$ cat src/sv/cbd_pkg.sv
// Shared types, constants and address map of the console bus decoder.
package cbd_pkg;

    localparam int RAM_BYTES       = 2048;
    localparam int RAM_AW          = $clog2(RAM_BYTES);
    localparam int TICKS_PER_FRAME = 29781 * 3;
    localparam int FRAME_W         = 17;

    localparam logic [15:0] ADDR_RAM_TOP  = 16'h1FFF;
    localparam logic [15:0] ADDR_PPU_TOP  = 16'h3FFF;
    localparam logic [15:0] ADDR_IO_TOP   = 16'h401F;
    localparam logic [15:0] ADDR_OAM_DMA  = 16'h4014;
    localparam logic [15:0] ADDR_JOYPAD   = 16'h4016;
    localparam logic [2:0]  STROBE_MASK   = 3'h7;
    localparam logic [2:0]  STROBE_REQ    = 3'h1;

    typedef enum logic [1:0] {
        CMD_TICK  = 2'd0,
        CMD_READ  = 2'd1,
        CMD_WRITE = 2'd2,
        CMD_NONE  = 2'd3
    } t_cmd;

    typedef enum logic [1:0] {
        ROUTE_INSIDE = 2'd0,
        ROUTE_PPU    = 2'd1,
        ROUTE_CART   = 2'd2,
        ROUTE_IDLE   = 2'd3
    } t_route;

    typedef struct packed {
        t_cmd        cmd;
        logic [15:0] address;
        logic [7:0]  write_data;
        logic [7:0]  buttons;
        logic        ppu_nmi;
    } t_item;

    typedef struct packed {
        logic [7:0] read_data;
        t_route     route;
        logic [2:0] ppu_register;
        logic       dma_start;
        logic [7:0] dma_page;
        logic       cpu_step;
        logic       nmi_to_cpu;
        logic       frame_done;
    } t_result;

endpackage

$ cat src/sv/cbd_io_state.sv
// Address decode, controller port, CPU divider and frame counter.
module cbd_io_state
    import cbd_pkg::*;
(
    input  logic       i_clk,
    input  logic       i_rst_n,
    input  t_item      i_item,
    input  logic [7:0] i_ram_data,
    input  logic       i_fire,
    output t_result    o_result
);

    logic [7:0]         r_shift;
    logic               r_armed;
    logic [1:0]         r_phase;
    logic [FRAME_W-1:0] r_frame;

    logic [7:0]         n_shift;
    logic               n_armed;
    logic [1:0]         n_phase;
    logic [FRAME_W-1:0] n_frame;

    t_result res;
    logic    is_write;
    logic    req;

    always_comb begin
        res          = '0;
        res.route    = ROUTE_IDLE;
        n_shift      = r_shift;
        n_armed      = r_armed;
        n_phase      = r_phase;
        n_frame      = r_frame;
        is_write     = (i_item.cmd == CMD_WRITE);
        req          = ((i_item.write_data[2:0] & STROBE_MASK) == STROBE_REQ);
        unique case (i_item.cmd) inside
            CMD_TICK: begin
                res.cpu_step   = (r_phase == 2'd0);
                res.nmi_to_cpu = i_item.ppu_nmi;
                res.frame_done = (r_frame == '0);
                n_phase = (r_phase == 2'd2) ? 2'd0 : 2'(r_phase + 2'd1);
                n_frame = (r_frame == FRAME_W'(TICKS_PER_FRAME - 1)) ? '0
                        : FRAME_W'(r_frame + 1'b1);
            end
            CMD_READ, CMD_WRITE: begin
                if (i_item.address <= ADDR_RAM_TOP) begin
                    res.route = ROUTE_INSIDE;
                    if (!is_write) begin
                        res.read_data = i_ram_data;
                    end
                end else if (i_item.address <= ADDR_PPU_TOP) begin
                    res.route        = ROUTE_PPU;
                    res.ppu_register = i_item.address[2:0];
                end else if (i_item.address <= ADDR_IO_TOP) begin
                    res.route = ROUTE_INSIDE;
                    if (is_write) begin
                        if (i_item.address == ADDR_OAM_DMA) begin
                            res.dma_start = 1'b1;
                            res.dma_page  = i_item.write_data;
                        end else if (i_item.address == ADDR_JOYPAD) begin
                            // latch on the falling strobe, then disarm
                            if (r_armed && !req) begin
                                n_shift = i_item.buttons;
                                n_armed = 1'b0;
                            end else if (!r_armed && req) begin
                                n_armed = 1'b1;
                            end
                        end
                    end else if (i_item.address == ADDR_JOYPAD) begin
                        res.read_data = {7'd0, r_shift[0]};
                        n_shift       = {1'b0, r_shift[7:1]};
                    end
                end else begin
                    res.route = ROUTE_CART;
                end
            end
            default: begin
                res.route = ROUTE_IDLE;
            end
        endcase
    end

    always_ff @(posedge i_clk) begin
        if (!i_rst_n) begin
            r_shift <= '0;
            r_armed <= 1'b0;
            r_phase <= '0;
            r_frame <= '0;
        end else if (i_fire) begin
            r_shift <= n_shift;
            r_armed <= n_armed;
            r_phase <= n_phase;
            r_frame <= n_frame;
        end
    end

    assign o_result = res;

    a_phase_range: assert property (@(posedge i_clk) disable iff (!i_rst_n)
        r_phase != 2'd3)
        else $error("cpu phase left its 0..2 range");

    a_frame_range: assert property (@(posedge i_clk) disable iff (!i_rst_n)
        r_frame < FRAME_W'(TICKS_PER_FRAME))
        else $error("frame counter beyond frame length");

endmodule
$ cat config.mk
export PLATFORM = sky130hd
export DESIGN_NAME = cbd_io_state
export DESIGN_NICKNAME = d
export VERILOG_FILES = /design/src/sv/cbd_pkg.sv /design/src/sv/cbd_io_state.sv
export SDC_FILE = /design/constraint.sdc
export NUM_CORES = 1
export LEC_CHECK = 0
export BUFFER_PORTS_ARGS = -buffer_cell sky130_fd_sc_hd__buf_2
export CAP_MARGIN = 20
export CORE_ASPECT_RATIO = 0.9
export CORE_UTILIZATION = 48
export DETAILED_ROUTE_END_ITERATION = 7
export PLACE_DENSITY = 0.82
export SYNTH_ARGS = -nofsm -noshare
export SYNTH_HDL_FRONTEND = slang
export SYNTH_SLANG_ARGS = --single-unit
$ cat constraint.sdc
create_clock -name i_clk -period 2.2 [get_ports i_clk]
set_clock_uncertainty 0.15 [all_clocks]
set_input_delay 0.11 -clock i_clk [delete_from_list [all_inputs] [get_ports i_clk]]
set_output_delay 0.11 -clock i_clk [all_outputs]
set_load 0.02 [all_outputs]
==> summary.md <==
| Metric | Value |
|---|---|
| Sequential share of the synthesized area | 32.80% |
| Total power divided by cell area | 461.6 mW/mm² |
| Peak supply drop | 0.3436 mV |
| Number of clock buffers inserted by TritonCTS | 3 |
| Largest cells by area after synthesis | dfxtp_1 33%, and2_1 6.6%, xor2_1 5.1% |
| Final weighted congestion of routability-driven global placement | 0.9012 |
| Final hold violation count | 0 |
| First drt pass iteration count | 4 |
| Net switching power of the design | 229.1 µW |
| Synth-to-layout area growth | 32.87% |
| Multiplexer area fraction after synthesis | 4.685% |
| Boundary Pins | 71 |
| Worst setup path start | i_item[34] |
| Setup Crit Path Kind | primary input to output port |
| Dominant combinational cell family by area after synthesis | simple AND/OR/NAND/NOR gates |
| Number of clock sinks | 28 |
| Post-synthesis cell area | 0.001709 mm² |
| Total of endpoints with negative setup slack in the final report | 0 |
| Switching share of power | 21.85% |
| Share of power burned in the clock network | 38.0% |
| Count of hold buffers inserted by post-cts repair | 0 |
| Congestion Overflow GR | 0 |
| Hold Slack | 0.03258 ns |
| DP Wirelength | 3124 µm |
| Layout Utilization | 67.22% |
| Netlist cell types | 36 |
| Type of the tightest min-delay check | primary input to flip-flop |
| Share of power burned in combinational logic | 13.1% |
| Via count | 1,773 |
| Number of levels in the clock H-tree | 1 |
| Fraction of the cycle the final worst path needs | 91.10% |
| Average footprint of a synthesized cell | 8.178 µm² |
| Period minus WS final | 2.004 ns |
| Reg-to-reg endpoint | r_frame[16] |
| Peak clock frequency supported by timing | 498.9 MHz |
| Die area | 0.003804 mm² |
| X dimension of the die | 64.90 µm |
| Static Leak | 0.9945 nW |
| Global-route wire length before repair | 6713 µm |
| Remaining max-slew budget at the tightest pin | 69.51% |
| Crit Reg-Reg Startpoint | r_frame[5] |
| Number of register bits inferred by synthesis | 28 |
| Fin. max-slew vios | 0 |
| Clock tree from TritonCTS | yes |
| Fraction of the mapped netlist area in compound gates | 9.370% |
| Type of destination of the critical path | output port |
| Standard-cell row count | 20 |
| Count of placed standard cells in the final layout, fillers left out | 329 |
| Cell-internal power | 819.1 µW |
| Count of input and output buffers | 70 |
| Transition time at the pin with the least slew margin | 0.4532 ns |
| Average vias per placed instance | 5.389 |
| Worst skew pair latency | 0.27 ns |
| Final Routed Wirelength | 4202 µm |
| Startpoint Class | primary input |
| Max-cap viol count | 0 |
| Unrepaired setup endpoints after global routing | no |
| Vias in the first global route | 1,542 |
| Result of the run | finished clean |
| Post-Synthesis Cells | 209 |
| Antenna violation net count after detailed routing | 0 |
| Proportion of power drawn by flip-flops and latches | 48.9% |
| Std-Cell Core Area | 0.003378 mm² |
| Adder-cell share of the synthesized area | 4.392% |
| Data arrival time of the worst path | 1.74 ns |
| Number of warnings issued by yosys | 0 |
| # DRC | 0 |
| Post-Synth XOR/XNOR Area | 7.174% |
| Count of cells along the worst register-to-register path | 4 |
| Dominant cell type by area after synthesis | dfxtp_1 |
| Net Count, Synth | 261 |
| Total Neg Setup Slack | 0 ns |
| Yosys top cell area share | 32.80% |
| Critical path required time | 1.94 ns |
| Worst setup path end | o_result[9] |
| Count of antenna diodes in the layout | 0 |
| Simple-gate share of the synthesized area | 38.58% |
| Clock-pin slew reported for the worst setup and hold paths after clock tree synthesis | 0.09 ns |
| Initial cell density of the core | 50.59% |
| CTS root buffer | clkbuf_8 |
| R2R setup slack | 0.28 ns |
| Starting DRC count in detailed routing | 51 |
| Antenna violations before repair | 0 |
| Maximum number of buffers from clock root to sink | 2 |
| Maximum number of pins on one net before global-route repair | 20 |
| Proportion of layout cells with a drive suffix above 1 | 32.28% |
| All-layer global routing usage | 22.45% |
| WL/cell | 12.77 µm |
| Post-layout nets | 338 |
| DP Cell Count | 321 |
| Crit-path max FO | 7 |
| Die Span Y | 58.61 µm |
## power by group through the flow
stage               clock [mW]  sequential, mW  combinational (mW)
global placement             0           0.524               0.127
floorplan                    0           0.523              0.0610
global route             0.419           0.513               0.152
finish                   0.398           0.512               0.138
detailed placement           0           0.524               0.128
CTS                      0.403           0.512               0.129
## registers in the layout (all words and copies together) (netlist names)
register and cells:
r_frame 17, r_shift 8, r_phase 2, r_armed 1
## area by class of cell
cell class / instances / area [µm²]
flip-flops and latches: 28 / 560.5
multi-input cells: 169 / 1144
clock buffers: 3 / 41.29
well taps: 44 / 55.05
clock inverters: 1 / 30.03
repair buffers: 79 / 421.7
inverters: 5 / 18.77
fillers: 291 / 1107
## metrics by stage
stage	cell area, µm²	power (mW)	setup slack [ns]
2_1_floorplan	1709	0.5843	0.07985
4_1_cts	2198	1.044	0.07766
3_3_place_gp	2127	0.6508	0.1993
6_report	2271	1.048	0.1958
5_1_grt	2271	1.084	0.07619
3_5_place_dp	2127	0.6519	0.09265
## logic make-up after synthesis
kind of cell	count (synthesis)
AOI/OAI and AO/OA	26
xor gates and xnor gates	14
adders and majority gates	6
buffers and inverters	13
DFF	28
muxes	8
and+or+nand+nor	114
## layout by cell type, fill, tap and decap left out, drive strengths merged, types with 9 or more instances in the layout
cell type	synthesis	routed
and2	19	19
buf	3	79
or3	9	9
nor2	19	19
nand4	12	12
o21ai	11	11
a21boi	9	9
nand2	17	17
xor2	10	10
dfxtp	28	28
## synthesized netlist by cell type (all sizes together)
cell type,number
nand4b,1
nor4,8
ha,6
nor3b,2
o31ai,1
a21oi,3
and3,2
and4,6
clkbuf,5
nor2b,1
nand4,12
nand2,17
nor2,19
nor4bb,2
xor2,10
dfxtp,28
a21boi,9
buf,3
o21ai,11
nand2b,2
nor3,5
nand3,8
or4,1
xnor2,4
mux2i,8
inv,5
or3,9
o21a,2
and2,19
## critical path, cell delays in order
cell and delay, ns:
buf_2 0.09, inv_1 0.06, ha_4 0.29, nor4bb_4 0.27, nand4_1 0.27, nor3b_4 0.34, and2_1 0.16, buf_2 0.15
## per-layer routing
metal  track usage [%]  share of wire, %
met5                 0                 0
met3             2.713               6.0
met4             7.619              0.90
met1             28.61                45
met2             39.29                48
## what timing repair did
| item | in CTS | in global routing |
|---|---|---|
| setup endpoints to repair | 0 | 8 |
| buffers inserted | 0 | 3 |
| resized for setup | 0 | 5 |
## how the worst min path moves through the flow
stage,from,to,cells past startpoint
after floorplan,i_rst_n,r_shift[4],1
after global placement,r_shift[4],r_shift[4],2
after detailed placement,r_shift[4],r_shift[4],2
after CTS,i_rst_n,r_shift[7],2
after global routing,i_rst_n,r_shift[7],2
final,i_rst_n,r_shift[7],2
No activity file was read; power rests on OpenSTA's default activity.
